===== config.mk =====
export PLATFORM = sky130hd
export DESIGN_NAME = imcol_mac
export DESIGN_NICKNAME = d
export VERILOG_FILES = /design/src/rtl/imcol_pkg.sv /design/src/rtl/imcol_mac.sv
export SDC_FILE = /design/constraint.sdc
export NUM_CORES = 1
export LEC_CHECK = 0
export ABC_CLOCK_PERIOD_IN_PS = 4730
export BUFFER_PORTS_ARGS = -buffer_cell sky130_fd_sc_hd__buf_4
export CAP_MARGIN = 15
export CORE_MARGIN = 2
export CORE_UTILIZATION = 55
export DETAILED_ROUTE_END_ITERATION = 8
export GPL_TIMING_DRIVEN = 0
export PLACE_DENSITY = 0.9
export RECOVER_POWER = 50
export REMOVE_ABC_BUFFERS = 1
export SETUP_SLACK_MARGIN = 0.02
export SLEW_MARGIN = 15
export SYNTH_ARGS = -nofsm -noshare
export SYNTH_HDL_FRONTEND = slang
export SYNTH_SLANG_ARGS = --single-unit
export TNS_END_PERCENT = 20

===== constraint.sdc =====
create_clock -name clk -period 4.73 [get_ports clk]
set_clock_uncertainty 0.15 [all_clocks]
set_input_delay 0.473 -clock clk [delete_from_list [all_inputs] [get_ports clk]]
set_output_delay 0.473 -clock clk [all_outputs]
set_load 0.03 [all_outputs]

===== src/rtl/imcol_pkg.sv =====
// Shared types, register indices and sizes for the im2col window unroller.
// No dependencies; every other file in rtl/ refers to this package by scoped name.
package imcol_pkg;

    localparam int IMAGE_WORDS = 4096;
    localparam int ADDR_W      = $clog2(IMAGE_WORDS);
    localparam int PTR_W       = $clog2(IMAGE_WORDS + 1);

    localparam int CFG_IDX_W  = 3;
    localparam int CFG_DATA_W = 16;

    localparam int MAC_A_W = 16;
    localparam int MAC_B_W = 8;
    localparam int MAC_P_W = MAC_A_W + MAC_B_W + 1;

    localparam logic KIND_LOAD = 1'b0;
    localparam logic KIND_PULL = 1'b1;

    localparam logic [CFG_IDX_W-1:0] REG_LAYOUT   = 3'd0;
    localparam logic [CFG_IDX_W-1:0] REG_CHANNELS = 3'd1;
    localparam logic [CFG_IDX_W-1:0] REG_HEIGHT   = 3'd2;
    localparam logic [CFG_IDX_W-1:0] REG_WIDTH    = 3'd3;
    localparam logic [CFG_IDX_W-1:0] REG_KERNEL   = 3'd4;
    localparam logic [CFG_IDX_W-1:0] REG_PAD      = 3'd5;
    localparam logic [CFG_IDX_W-1:0] REG_STRIDE   = 3'd6;
    localparam logic [CFG_IDX_W-1:0] REG_DILATION = 3'd7;

    typedef struct packed {
        logic       interleaved;
        logic [7:0] chans;
        logic [7:0] rows;
        logic [7:0] cols;
        logic [3:0] ker_h;
        logic [3:0] ker_w;
        logic [3:0] str_h;
        logic [3:0] str_w;
        logic [3:0] dil_h;
        logic [3:0] dil_w;
        logic [3:0] pad_t;
        logic [3:0] pad_l;
        logic [3:0] pad_b;
        logic [3:0] pad_r;
    } geom_t;

    typedef struct packed {
        logic              en;
        logic [ADDR_W-1:0] addr;
    } rd_req_t;

    typedef struct packed {
        logic push;
        logic last;
        logic use_word;
    } result_t;

endpackage


===== src/rtl/imcol_mac.sv =====
// Shared multiply-add unit with registered product, used by the sequencer for every
// product in the window geometry and address calculation. Depends on imcol_pkg.
module imcol_mac
(
    input  logic                              clk,
    input  logic [imcol_pkg::MAC_A_W-1:0]     op_a,
    input  logic [imcol_pkg::MAC_B_W-1:0]     op_b,
    input  logic [imcol_pkg::MAC_A_W-1:0]     op_c,
    output logic [imcol_pkg::MAC_P_W-1:0]     product_reg
);

    logic [imcol_pkg::MAC_P_W-1:0] product_next;

    assign product_next = imcol_pkg::MAC_P_W'(op_a * op_b)
                        + imcol_pkg::MAC_P_W'(op_c);

    always_ff @(posedge clk)
    begin
        product_reg <= product_next;
    end

endmodule


==> out/results.ini <==
[clock_network]
cts.path.max_buffers=2
postCtsHoldBufs=0
clkSlewWorstSetupHoldPaths_ns=0.08
cts_tree=yes
cts_sinks=25
root_buffer=clkbuf_8
h-tree-depth=1
cts_buffers=3

[logic_synthesis]
avgSynthCellArea_sq_um=9.00
synth_area_leader_cell=fa_1
yosysMostFrequentCell=inv_1
netlist.area_leader.share_pct=38.9
ys_seq_elements=25
async_flop_share_pct=0
synth.top_cells.by_area=fa_1 39%, ha_1 12%, inv_1 10%, and2_1 9.8%, dfxtp_1 9.7%
synth_cell_types=44
synth-edff-count=0
syn-cell-area_sq_um=5150
ys.flop_type=dfxtp_1
ys_top_cells_by_count=142 x inv_1, 100 x fa_1, 81 x and2_1
netlist_instances=572
yosysSeqAreaShare_pct=9.72
yosysWarnings=0

[global_routing]
grt_usage_pct=24.4
grt_max_degree=17
gr-total-overflow=0
grt_pass1_wl_microns=19700
antenna_found_initial=0
grt_pass1_vias=4557

[drt]
wl_per_cell_microns=15.0
drt-total-wl_microns=11100
via_per_inst=5.37
vias=3987
postRouteAntennaNets=0
drtPass1Iterations=4
route.detailed.drc=0
drt-initial-drc-count=136

[worst_setup_path]
worstPathRequired_ns=4.72
cp_num_buf_inv=3
endpoint_kind=register
max_stage_delay_ns=0.55
criticalPathCategory=input port to register
cp_slowest_cell=fa_1
crit_path_max_fanout=16
cp_cell_sequence=buf_4 > and2_1 > fa_1 > fa_1 > fa_1 > inv_1 > fa_1 > inv_1 > ha_1 > a21o_1 > nor3_1 > a21oi_1 > a21o_1 > a311oi_1 > nor3_1
startpoint_type=input port
cpMostUsedCell=fa_1
crit_arrival_ns=4.52
crit_family=adder cells

[timing]
min_period_over_period_pct=95.9
worst_pin_slew_ns=0.368
setup_violations=0
fmax_mhz=221
hold_violations=0
rsz0062_at_grt=no
worst_slack_ns=0.195
final_max_slew_viol_count=0
slew_headroom_pct=75.2
fin_crit_ns=4.53

[die]
row_count=35
dieArea_sq_um=10200
io_pins=66
fp.dieH_microns=101
core-area_sq_um=9150
start_util_pct=56.3
fp.dieW_microns=101

[final_layout]
layout-drive-gt1-share_pct=9.19
final_nets=821
multi_input_area_sq_um=4080
antenna_cells=0
final.fill_count=798
largest_reg_flops=25
syn2layout_area_growth_pct=10.7
seqCellArea_sq_um=500

[power_and_ir_drop]
ir_drop_v=0.000412
leakage_uw=0.00306
powerDensity_nw_per_um2=562
power_uw=3200

[place]
portBuffers=65
gp_congestion=0.885
dpl.hpwl_microns=9390
dp_slack_ns=-0.111

[job]
maxCapViolations=0

[hold_path]
hold_path_class=input port to register

[run_status]
status=finished, final reports clean

[cell usage in the layout (no fill, tap or decap), types with 9 or more instances in the layout]
master,synthesis,layout
dfxtp_1,25,25
a21o_1,9,9
buf_4,0,40
xnor2_1,9,9
ha_1,48,47
a21oi_1,17,17
fa_1,100,100
clkbuf_1,10,25
inv_1,142,142
nor2_1,12,12
nand2_1,60,60
and2_1,81,80
[stage by stage]
step | TNS, ns | cell area (sq um) | utilization, % | std cells | hold WS [ns]
after CTS | 0 | 5780 | 63.2 | 742 | 0.286
final | 0 | 5700 | 62.3 | 742 | 0.290
after floorplan | 0 | 5110 | - | 562 | 0.453
after global routing | 0 | 5700 | 62.3 | 742 | 0.275
after global placement | -0.0695 | 5740 | 62.7 | 738 | 0.544
after detailed placement | -0.386 | 5740 | 62.7 | 738 | 0.561
[metal layers]
layer  routed length (microns)  up-vias  GRT usage, %
met5                         0        -             0
met4                       241        0          6.32
met3                       501       19          3.05
met2                      6330      114          50.3
met1                      4030     2009          25.3
li1                          -     1845             -
[logic make-up after synthesis]
family,after synthesis,share of synthesized area [%]
flip-flops,25,9.72
adder cells (fa/ha/maj),148,50.5
XOR/XNOR,16,2.72
buffers and inverters,152,11.1
AND/OR/NAND/NOR,171,17.4
AO/OA/AOI/OAI,60,8.53
[report_power, final]
| part | internal (uW) | leakage, uW | switching, uW |
|---|---|---|---|
| combinational | 1080 | 0.00283 | 1630 |
| sequential | 345 | 0.000210 | 23.0 |
| clock | 60.1 | 0.0000228 | 60.7 |
[final timing paths]
| check | from | to | slack [ns] | cells after the start |
|---|---|---|---|---|
| worst min-delay path | op_c[0] | product_reg[0] | 0.29 | 2 |
| worst max-delay path | op_b[2] | product_reg[16] | 0.20 | 15 |
[repair_timing]
action | in CTS | in global routing
setup buffers | 0 | 0
gates resized for setup | 0 | 4
setup endpoints to repair | 0 | 3
[area by class of cell]
| class | count | share of cell area [%] |
|---|---|---|
| flip-flops and latches | 25 | 8.78 |
| repair buffers | 65 | 7.05 |
| multi-input cells | 395 | 71.6 |
| inverters | 142 | 9.35 |
| clock buffers | 4 | 0.790 |
| well taps | 111 | 2.44 |
No activity file was read; power rests on OpenSTA's default activity.
