==> src/rtl/imcol_pkg.sv <==
// Shared types, register indices and sizes for the im2col window unroller.
// No dependencies; every other file in rtl/ refers to this package by scoped name.
package imcol_pkg;

    localparam int IMAGE_WORDS = 4096;
    localparam int ADDR_W      = $clog2(IMAGE_WORDS);
    localparam int PTR_W       = $clog2(IMAGE_WORDS + 1);

    localparam int CFG_IDX_W  = 3;
    localparam int CFG_DATA_W = 16;

    localparam int MAC_A_W = 16;
    localparam int MAC_B_W = 8;
    localparam int MAC_P_W = MAC_A_W + MAC_B_W + 1;

    localparam logic KIND_LOAD = 1'b0;
    localparam logic KIND_PULL = 1'b1;

    localparam logic [CFG_IDX_W-1:0] REG_LAYOUT   = 3'd0;
    localparam logic [CFG_IDX_W-1:0] REG_CHANNELS = 3'd1;
    localparam logic [CFG_IDX_W-1:0] REG_HEIGHT   = 3'd2;
    localparam logic [CFG_IDX_W-1:0] REG_WIDTH    = 3'd3;
    localparam logic [CFG_IDX_W-1:0] REG_KERNEL   = 3'd4;
    localparam logic [CFG_IDX_W-1:0] REG_PAD      = 3'd5;
    localparam logic [CFG_IDX_W-1:0] REG_STRIDE   = 3'd6;
    localparam logic [CFG_IDX_W-1:0] REG_DILATION = 3'd7;

    typedef struct packed {
        logic       interleaved;
        logic [7:0] chans;
        logic [7:0] rows;
        logic [7:0] cols;
        logic [3:0] ker_h;
        logic [3:0] ker_w;
        logic [3:0] str_h;
        logic [3:0] str_w;
        logic [3:0] dil_h;
        logic [3:0] dil_w;
        logic [3:0] pad_t;
        logic [3:0] pad_l;
        logic [3:0] pad_b;
        logic [3:0] pad_r;
    } geom_t;

    typedef struct packed {
        logic              en;
        logic [ADDR_W-1:0] addr;
    } rd_req_t;

    typedef struct packed {
        logic push;
        logic last;
        logic use_word;
    } result_t;

endpackage

==> src/rtl/imcol_seq.sv <==
// Per-pull sequencer: drives the shared multiply-add through the window geometry,
// keeps the traversal counters and issues the store read. Depends on imcol_pkg.
module imcol_seq
(
    input  logic                              clk,
    input  logic                              rst_n,
    input  imcol_pkg::geom_t                  geom,
    input  logic                              start,
    input  logic                              cfg_clear,
    input  logic                              out_free,
    input  logic [imcol_pkg::MAC_P_W-1:0]     product,
    output logic [imcol_pkg::MAC_A_W-1:0]     op_a,
    output logic [imcol_pkg::MAC_B_W-1:0]     op_b,
    output logic [imcol_pkg::MAC_A_W-1:0]     op_c,
    output logic                              busy,
    output imcol_pkg::rd_req_t                rd_req,
    output imcol_pkg::result_t                res
);

    localparam logic [3:0] S_IDLE   = 4'd0;
    localparam logic [3:0] S_SPAN_H = 4'd1;
    localparam logic [3:0] S_SPAN_W = 4'd2;
    localparam logic [3:0] S_ROW0   = 4'd3;
    localparam logic [3:0] S_ROW1   = 4'd4;
    localparam logic [3:0] S_COL0   = 4'd5;
    localparam logic [3:0] S_COL1   = 4'd6;
    localparam logic [3:0] S_NXT_R  = 4'd7;
    localparam logic [3:0] S_NXT_C  = 4'd8;
    localparam logic [3:0] S_ADR0   = 4'd9;
    localparam logic [3:0] S_ADR1   = 4'd10;
    localparam logic [3:0] S_READ   = 4'd11;
    localparam logic [3:0] S_DONE   = 4'd12;

    logic [3:0]         state_reg, state_next;
    logic [7:0]         ch_reg, ch_next;
    logic [3:0]         kr_reg, kr_next;
    logic [3:0]         kc_reg, kc_next;
    logic [7:0]         or_reg, or_next;
    logic [7:0]         oc_reg, oc_next;

    logic [7:0]         span_h_reg;
    logic [7:0]         span_w_reg;
    logic signed [13:0] row_reg;
    logic signed [13:0] col_reg;
    logic               can_r_reg;
    logic               can_c_reg;
    logic               inside_reg;
    logic               use_reg;
    logic               last_reg;

    logic [9:0]         padded_h, padded_w;
    logic signed [10:0] room_h, room_w;
    logic signed [13:0] pos_next;
    logic               ok_ch, ok_kr, ok_kc;
    logic               wrap;
    logic               empty;

    assign padded_h = {2'b0, geom.rows} + {6'b0, geom.pad_t}
                    + {6'b0, (geom.interleaved ? geom.pad_b : geom.pad_t)};
    assign padded_w = {2'b0, geom.cols} + {6'b0, geom.pad_l}
                    + {6'b0, (geom.interleaved ? geom.pad_r : geom.pad_l)};
    assign room_h   = $signed({1'b0, padded_h}) - $signed({3'b0, span_h_reg});
    assign room_w   = $signed({1'b0, padded_w}) - $signed({3'b0, span_w_reg});

    assign pos_next = $signed({1'b0, product[12:0]})
                    - $signed({10'b0, (state_reg == S_COL0) ? geom.pad_t : geom.pad_l});

    assign empty = (geom.chans == 8'd0) || (geom.rows == 8'd0) || (geom.cols == 8'd0)
                 || room_h[10] || room_w[10];

    assign ok_ch = ({1'b0, ch_reg} + 9'd1) < {1'b0, geom.chans};
    assign ok_kr = ({1'b0, kr_reg} + 5'd1) < {1'b0, geom.ker_h};
    assign ok_kc = ({1'b0, kc_reg} + 5'd1) < {1'b0, geom.ker_w};

    assign busy = state_reg != S_IDLE;

    // operand selection for the shared multiply-add
    always_comb
    begin
        op_a = '0;
        op_b = '0;
        op_c = '0;
        unique case (state_reg)
            S_SPAN_H:
            begin
                op_a = {12'b0, geom.ker_h - 4'd1};
                op_b = {4'b0, geom.dil_h};
                op_c = 16'd1;
            end
            S_SPAN_W:
            begin
                op_a = {12'b0, geom.ker_w - 4'd1};
                op_b = {4'b0, geom.dil_w};
                op_c = 16'd1;
            end
            S_ROW0:
            begin
                op_a = {8'b0, or_reg};
                op_b = {4'b0, geom.str_h};
            end
            S_ROW1:
            begin
                op_a = {12'b0, kr_reg};
                op_b = {4'b0, geom.dil_h};
                op_c = product[15:0];
            end
            S_COL0:
            begin
                op_a = {8'b0, oc_reg};
                op_b = {4'b0, geom.str_w};
            end
            S_COL1:
            begin
                op_a = {12'b0, kc_reg};
                op_b = {4'b0, geom.dil_w};
                op_c = product[15:0];
            end
            S_NXT_R:
            begin
                op_a = {7'b0, {1'b0, or_reg} + 9'd1};
                op_b = {4'b0, geom.str_h};
            end
            S_NXT_C:
            begin
                op_a = {7'b0, {1'b0, oc_reg} + 9'd1};
                op_b = {4'b0, geom.str_w};
            end
            S_ADR0:
            begin
                if (geom.interleaved)
                begin
                    op_a = {3'b0, row_reg[12:0]};
                    op_b = geom.cols;
                    op_c = {3'b0, col_reg[12:0]};
                end
                else
                begin
                    op_a = {8'b0, ch_reg};
                    op_b = geom.rows;
                    op_c = {3'b0, row_reg[12:0]};
                end
            end
            S_ADR1:
            begin
                op_a = product[15:0];
                if (geom.interleaved)
                begin
                    op_b = geom.chans;
                    op_c = {8'b0, ch_reg};
                end
                else
                begin
                    op_b = geom.cols;
                    op_c = {3'b0, col_reg[12:0]};
                end
            end
            default:
            begin
                op_a = '0;
            end
        endcase
    end

    // odometer advance; innermost counter first
    always_comb
    begin
        ch_next = ch_reg;
        kr_next = kr_reg;
        kc_next = kc_reg;
        or_next = or_reg;
        oc_next = oc_reg;
        wrap    = 1'b0;
        if (geom.interleaved)
        begin
            if (ok_ch) ch_next = ch_reg + 8'd1;
            else
            begin
                ch_next = '0;
                if (ok_kc) kc_next = kc_reg + 4'd1;
                else
                begin
                    kc_next = '0;
                    if (ok_kr) kr_next = kr_reg + 4'd1;
                    else
                    begin
                        kr_next = '0;
                        if (can_c_reg) oc_next = oc_reg + 8'd1;
                        else
                        begin
                            oc_next = '0;
                            if (can_r_reg) or_next = or_reg + 8'd1;
                            else
                            begin
                                or_next = '0;
                                wrap    = 1'b1;
                            end
                        end
                    end
                end
            end
        end
        else
        begin
            if (can_c_reg) oc_next = oc_reg + 8'd1;
            else
            begin
                oc_next = '0;
                if (can_r_reg) or_next = or_reg + 8'd1;
                else
                begin
                    or_next = '0;
                    if (ok_kc) kc_next = kc_reg + 4'd1;
                    else
                    begin
                        kc_next = '0;
                        if (ok_kr) kr_next = kr_reg + 4'd1;
                        else
                        begin
                            kr_next = '0;
                            if (ok_ch) ch_next = ch_reg + 8'd1;
                            else
                            begin
                                ch_next = '0;
                                wrap    = 1'b1;
                            end
                        end
                    end
                end
            end
        end
    end

    always_comb
    begin
        state_next = state_reg;
        unique case (state_reg)
            S_IDLE:   state_next = start ? S_SPAN_H : S_IDLE;
            S_SPAN_H: state_next = S_SPAN_W;
            S_SPAN_W: state_next = S_ROW0;
            S_ROW0:   state_next = S_ROW1;
            S_ROW1:   state_next = S_COL0;
            S_COL0:   state_next = S_COL1;
            S_COL1:   state_next = S_NXT_R;
            S_NXT_R:  state_next = S_NXT_C;
            S_NXT_C:  state_next = S_ADR0;
            S_ADR0:   state_next = empty ? S_IDLE : S_ADR1;
            S_ADR1:   state_next = S_READ;
            S_READ:   state_next = S_DONE;
            S_DONE:   state_next = out_free ? S_IDLE : S_DONE;
            default:  state_next = S_IDLE;
        endcase
    end

    assign rd_req.en   = state_reg == S_READ;
    assign rd_req.addr = product[imcol_pkg::ADDR_W-1:0];

    assign res.push     = (state_reg == S_DONE) && out_free;
    assign res.last     = last_reg;
    assign res.use_word = use_reg;

    always_ff @(posedge clk or negedge rst_n)
    begin
        if (!rst_n)
        begin
            state_reg <= S_IDLE;
            ch_reg    <= '0;
            kr_reg    <= '0;
            kc_reg    <= '0;
            or_reg    <= '0;
            oc_reg    <= '0;
        end
        else
        begin
            state_reg <= state_next;
            if (cfg_clear)
            begin
                ch_reg <= '0;
                kr_reg <= '0;
                kc_reg <= '0;
                or_reg <= '0;
                oc_reg <= '0;
            end
            else if (state_reg == S_READ)
            begin
                ch_reg <= ch_next;
                kr_reg <= kr_next;
                kc_reg <= kc_next;
                or_reg <= or_next;
                oc_reg <= oc_next;
            end
        end
    end

    always_ff @(posedge clk)
    begin
        unique case (state_reg)
            S_SPAN_W: span_h_reg <= product[7:0];
            S_ROW0:   span_w_reg <= product[7:0];
            S_COL0:   row_reg    <= pos_next;
            S_NXT_R:  col_reg    <= pos_next;
            S_NXT_C:
            begin
                can_r_reg <= (or_reg != 8'hFF) && !room_h[10]
                           && (product[12:0] <= {3'b0, room_h[9:0]});
            end
            S_ADR0:
            begin
                can_c_reg  <= (oc_reg != 8'hFF) && !room_w[10]
                            && (product[12:0] <= {3'b0, room_w[9:0]});
                inside_reg <= !row_reg[13] && (row_reg[12:0] < {5'b0, geom.rows})
                           && !col_reg[13] && (col_reg[12:0] < {5'b0, geom.cols});
            end
            S_READ:
            begin
                use_reg  <= inside_reg
                         && (product < imcol_pkg::MAC_P_W'(imcol_pkg::IMAGE_WORDS));
                last_reg <= wrap;
            end
            default:
            begin
                last_reg <= last_reg;
            end
        endcase
    end

endmodule

==> config.mk <==
export PLATFORM = sky130hd
export DESIGN_NAME = imcol_seq
export DESIGN_NICKNAME = d
export VERILOG_FILES = /design/src/rtl/imcol_pkg.sv /design/src/rtl/imcol_seq.sv
export SDC_FILE = /design/constraint.sdc
export NUM_CORES = 1
export LEC_CHECK = 0
export ABC_AREA = 1
export BUFFER_PORTS_ARGS = -buffer_cell sky130_fd_sc_hd__buf_2
export CAP_MARGIN = 30
export CORE_MARGIN = 1
export CORE_UTILIZATION = 52
export DETAILED_ROUTE_END_ITERATION = 10
export PLACE_DENSITY = 0.78
export SYNTH_ARGS = -nofsm -noshare
export SYNTH_HDL_FRONTEND = slang
export SYNTH_SLANG_ARGS = --single-unit
==> constraint.sdc <==
create_clock -name clk -period 3.7 [get_ports clk]
set_input_delay 0.185 -clock clk [delete_from_list [all_inputs] [get_ports clk]]
set_output_delay 0.185 -clock clk [all_outputs]
set_load 0.02 [all_outputs]
==> results of run 1 <==
## cells by family after synthesis
| family | synth area share (%) |
|---|---|
| AND/OR/NAND/NOR | 24.0 |
| XOR/XNOR | 3.60 |
| flip-flops | 27.9 |
| adder cells (fa/ha/maj) | 18.0 |
| multiplexers | 0.823 |
| AO/OA/AOI/OAI | 14.2 |
| buffers and inverters | 11.5 |
## area by class of cell
cell class / instances / area [sq um]
clock inverter: 4 / 16.3
inverter: 205 / 769
tap: 216 / 270
multi-input combinational: 838 / 5240
timing repair buffer: 167 / 878
fill: 1490 / 6160
clock buffer: 11 / 233
sequential: 85 / 2370
## worst paths after layout
check                                        start                      end  slack (ps)
max                        span_h_reg[1]$_DFFE_PP_      can_r_reg$_DFFE_PP_          30
max reg2reg                span_h_reg[1]$_DFFE_PP_      can_r_reg$_DFFE_PP_          30
min reg2reg                  oc_reg[6]$_DFFE_PN0P_    oc_reg[6]$_DFFE_PN0P_         520
min                                     product[0]  span_w_reg[0]$_DFFE_PP_         100
max in group asynchronous                    rst_n    kr_reg[2]$_DFFE_PN0P_        2630
min in group asynchronous                    rst_n    ch_reg[1]$_DFFE_PN0P_         490
## critical path, cell delays in order, from the launching register on
cell	delay (ps)
edfxtp_1	340
inv_2	40
fa_1	530
inv_2	40
fa_1	520
inv_2	50
ha_4	160
fa_2	370
nand3_2	110
nand2_4	70
a21oi_2	140
nor2_1	50
nor2_1	130
xor2_1	200
ha_1	260
nand2_1	80
o21ai_1	70
a21oi_1	140
nand2_1	80
a21oi_2	130
## cell usage in the layout, fill, tap and decap left out, types with 11 or more instances in the layout
cell type  Yosys  routed
fa_1          19      17
xor2_1        27      27
o22ai_1       14      14
o211ai_1      15      15
nand2_1      243     242
a21oi_1       49      44
nor2_1        88      87
nand4_1       32      32
buf_2          7     151
inv_1        201     197
nand3_1       79      76
edfxtp_1      49      49
dfrtp_1       36      36
ha_1          92      89
buf_4         15      15
o21ai_0       94      90
nor3_1        11      11
## repair_timing
item | CTS | global route
pin swaps | 1 | 18
setup endpoints to repair | 2 | 2
hold buffers | 1 | 0
endpoints found under the hold margin | 36 | 0
resized for setup | 4 | 22
setup buffers | 0 | 2
## metal layers
layer / vias to the layer above / track usage (%)
li1: 4163 / -
met5: - / 0
met2: 368 / 55.9
met1: 4023 / 39.5
met3: 79 / 5.13
met4: 0 / 15.7
## report_power, final
group / total (mW) / internal, mW / switching (mW)
Combinational: 3.02 / 1.09 / 1.94
Clock: 0.811 / 0.444 / 0.367
Sequential: 1.32 / 1.19 / 0.126
Total: 5.15 / 2.72 / 2.43
==> out/summary.txt, run 1 <==
DRT antenna net count -> 0
Worst hold margin -> 98.9 ps
Hold-critical path depth -> 1
Cell area after synthesis -> 0.00851 sq mm
H-Tree Depth -> 3
Leakage -> 4.99 nW
Pwr dens -> 527 mW/mm^2
Post-DP Area -> 0.00943 sq mm
Clk pin slew, worst setup/hold paths -> 60 ps
Fin nets -> 1512
Synthesized instance count -> 1166
Final Routed Wirelength -> 26700 um
Worst min-delay path class -> in -> reg
Post-Layout Inst Area -> 0.00978 sq mm
Max Clk Rate -> 272 MHz
Area leader, netlist -> edfxtp_1
DRT iter0 DRCs -> 742
Cell Rows -> 46
CTS Buf Count -> 9
I/O Pins -> 152
Vias per cell -> 5.66
Layout cells sized above 1 -> 16.0%
Tot Pwr -> 5.15 mW
Crit share post-route -> 99.2%
Mean post-synth cell area -> 7.30 sq um
Vias post-DR -> 8633
Max-slew violation count -> 0
Relative slew margins -> 39.8%
Post-synth top area share -> 17.3%
Initial Util -> 53.4%
CP required -> 3910 ps
Hpwl dp -> 21000 um
CP Max Fanout -> 3
Warnings from Yosys -> 0
Top sig layer -> met4
Clock Tree Root -> clkbuf_16
First-pass GRT wire length -> 41000 um
Yosys reg bits -> 85
Routed wl met3 -> 1800 um
Die X -> 130 um
I/O Buffers -> 151
Initial antenna violation count -> 0
Pin count of the biggest net entering global routing -> 37
Worst-Skew Late Latency -> 350 ps
Max Cap Viol -> 0
EDFF count, synth -> 49
Setup Skew -> 10.7 ps
GPL Wtd Cong -> 0.981
M1 WL -> 10700 um
Core area -> 0.0159 sq mm
N_diodes -> 0
Worst Setup Path Type -> reg -> reg
Synth-to-Final Area Change -> 14.9%
Worst Slack Setup Final -> 28.4 ps
Max clock buf depth -> 2
Seq/Total Area, Yosys -> 27.9%
DIE HEIGHT -> 130 um
CP Launch Type -> flop
Share of flip-flops with an asynchronous set or reset -> 42.4%
Post-synth cell types -> 45
Ranking of synthesized cells by area -> edfxtp_1 17%, ha_1 14%, nand2_1 11%
Die area -> 0.0169 sq mm
Grt ovf -> 0
Status -> complete, no violations
Setup violations, final -> 0
Slew @ Worst Pin -> 902 ps
RSZ-0062 raised after global routing -> yes
Crit. End Element -> flop
Post-Syn Nets -> 1372
Placed Cells incl. Taps -> 1508
DR DRC count -> 0
Vias in the first global route -> 8030
Tmin final -> 3670 ps
Most frequent cells after synthesis -> 243 x nand2_1, 201 x inv_1, 94 x o21ai_0
Metal2 WL -> 13000 um
Cell with the most instances after synthesis -> nand2_1
Clock Sink Count -> 85
FF-to-FF path depth -> 19
VDD IR-drop max -> 0.357 mV
Util after Layout -> 61.3%
WL/cell -> 17.5 um
Final hold violation count -> 0
Arrival @ worst endpoint -> 3880 ps
CTS tree -> yes
Finished Layout Cells -> 1526
Most used DFF post-synth -> edfxtp_1
DR pass1 iterations -> 6
Worst slack at placement -> -62.1 ps
GR Util All Layers -> 32.4%
Total Neg Setup Slack -> 0 ps
(Power assumes the default switching activity.)
==> inputs of run 2 (changes only) <==
- CAP_MARGIN: 30 -> unset
- CORE_UTILIZATION: 52 -> 58
- PLACE_DENSITY: 0.78 -> 0.82
- clock period: 3.7 -> 3.78 ns (I/O delays scaled with it)
==> run 2 against run 1 <==
Sequential share of layout area down 0.059 points. Via count up 2.6%. Clock skew down 3.5 ps. Final area up 0.24%. Worst setup slack better by 9.4 ps. Worst hold slack worse by 35 ps. First-iteration DRC count up 19%. Critical path depth unchanged. Power up 3.3%. Die area down 10%. Global-route usage up 3.8 points. Flip-flop and latch count unchanged.
==> out/summary.txt, run 2 (synthesis gave the netlist of run 1 again) <==
Slew @ Worst Pin -> 886 ps
CTS Buf Count -> 9
Crit path from -> span_h_reg[1]$_DFFE_PP_
DRT iter0 DRCs -> 886
Worst min-delay path class -> in -> reg
RR Endpoint -> can_r_reg$_DFFE_PP_
Cell Rows -> 43
Clock Sink Count -> 85
Vias per cell -> 5.95
Max clock buf depth -> 2
GPL Wtd Cong -> 0.972
Leakage -> 5.01 nW
Relative slew margins -> 40.9%
I/O Buffers -> 151
Die area -> 0.0152 sq mm
Vias post-DR -> 8860
Post-Layout Inst Area -> 0.00980 sq mm
Worst-Skew Late Latency -> 360 ps
Most frequent cells in the layout -> 240 x nand2_1, 198 x inv_1, 151 x buf_2
Tot Pwr -> 5.32 mW
Fin nets -> 1510
Hpwl dp -> 20900 um
Initial Util -> 60.4%
Max Cap Viol -> 0
DR DRC count -> 0
Tmin final -> 3740 ps
Register area -> 0.00237 sq mm
Grt ovf -> 0
Clk pin slew, worst setup/hold paths -> 70 ps
Total Neg Setup Slack -> 0 ps
H-Tree Depth -> 3
Crit. End Element -> flop
Setup Skew -> 7.19 ps
Die X -> 123 um
Clock Tree Root -> clkbuf_16
Status -> complete, no violations
Setup violations, final -> 0
Initial antenna violation count -> 0
Pwr dens -> 543 mW/mm^2
Vias in the first global route -> 8363
CP required -> 4000 ps
Worst hold margin -> 64.1 ps
Arrival @ worst endpoint -> 3970 ps
CP Max Fanout -> 3
Final Routed Wirelength -> 26900 um
CP endpoint -> can_r_reg$_DFFE_PP_
Layout cells sized above 1 -> 16.6%
GR Util All Layers -> 36.2%
Worst R2R Setup Slack -> 40 ps
DIE HEIGHT -> 123 um
CP Launch Type -> flop
CTS tree -> yes
Reg-to-reg startpoint -> span_h_reg[1]$_DFFE_PP_
Pin count of the biggest net entering global routing -> 37
Synth-to-Final Area Change -> 15.2%
Area of the multi-input gates -> 0.00524 sq mm
Max-slew violation count -> 0
VDD IR-drop max -> 0.398 mV
I/O Pins -> 152
DRT antenna net count -> 0
WL/cell -> 18.1 um
Core area -> 0.0141 sq mm
DR pass1 iterations -> 5
Crit share post-route -> 99.0%
Max Clk Rate -> 267 MHz
Final hold violation count -> 0
Worst Setup Path Type -> reg -> reg
Commonest non-fill, non-tap cell in the layout -> nand2_1
FF-to-FF path depth -> 19
N_diodes -> 0
First-pass GRT wire length -> 41500 um
Post-DP Area -> 0.00935 sq mm
# fillers -> 1210
[run 2: cell type report]
type | count | area share [%]
clock buffers | 9 | 2.30
clock inverters | 7 | 1.07
inverters | 205 | 7.85
multi-input cells | 838 | 53.5
flip-flops and latches | 85 | 24.2
well taps | 180 | 2.30
repair buffers | 165 | 8.81
[run 2: worst min-delay path by stage]
| stage | start | endpoint | cells past startpoint |
|---|---|---|---|
| detailed placement | rst_n | ch_reg[4]$_DFFE_PN0P_ | 1 |
| finish | product[0] | span_w_reg[0]$_DFFE_PP_ | 1 |
| CTS | product[0] | span_h_reg[0]$_DFFE_PP_ | 1 |
| floorplan | rst_n | ch_reg[0]$_DFFE_PN0P_ | 0 |
| global placement | rst_n | ch_reg[3]$_DFFE_PN0P_ | 1 |
| global route | product[0] | span_h_reg[0]$_DFFE_PP_ | 1 |
[run 2: report_power, final]
| part | switching (mW) | leakage (nW) | internal, mW |
|---|---|---|---|
| clock network | 0.429 | 0.159 | 0.590 |
| logic | 1.93 | 3.92 | 1.08 |
| registers | 0.127 | 0.940 | 1.16 |
| total | 2.48 | 5.01 | 2.84 |
[run 2: what timing repair did]
item | in CTS | in global routing
setup endpoints to repair | 0 | 2
setup buffers | 0 | 5
resized for setup | 0 | 26
endpoints found under the hold margin | 36 | 0
hold buffers | 1 | 0
[run 2: per-stage QoR]
stage / util, % / cells / worst slack, ps
after floorplan: - / 1166 / 146
after detailed placement: 66.3 / 1467 / 22.2
after CTS: 68.7 / 1484 / 28.7
after global routing: 69.6 / 1489 / -119
after global placement: 66.3 / 1467 / 54.7
final: 69.6 / 1489 / 37.7
[run 2: per-layer routing]
metal	GRT usage [%]	part of all wire, %
met2	59.3	47
met1	45.3	39
met5	0	0
met4	18.7	5.0
met3	6.78	8.7
[run 2: worst max-delay path: stages, from the launching register on]
cell	delay, ps
edfxtp_1	350
inv_2	40
fa_1	520
inv_2	40
fa_1	520
inv_2	50
ha_4	160
fa_2	410
nand3_2	100
nand2_2	90
a21oi_2	140
nor2_1	50
nor2_1	140
xor2_1	180
ha_1	270
nand2_2	100
o21ai_1	60
a21oi_1	160
nand2_1	90
a21oi_2	130
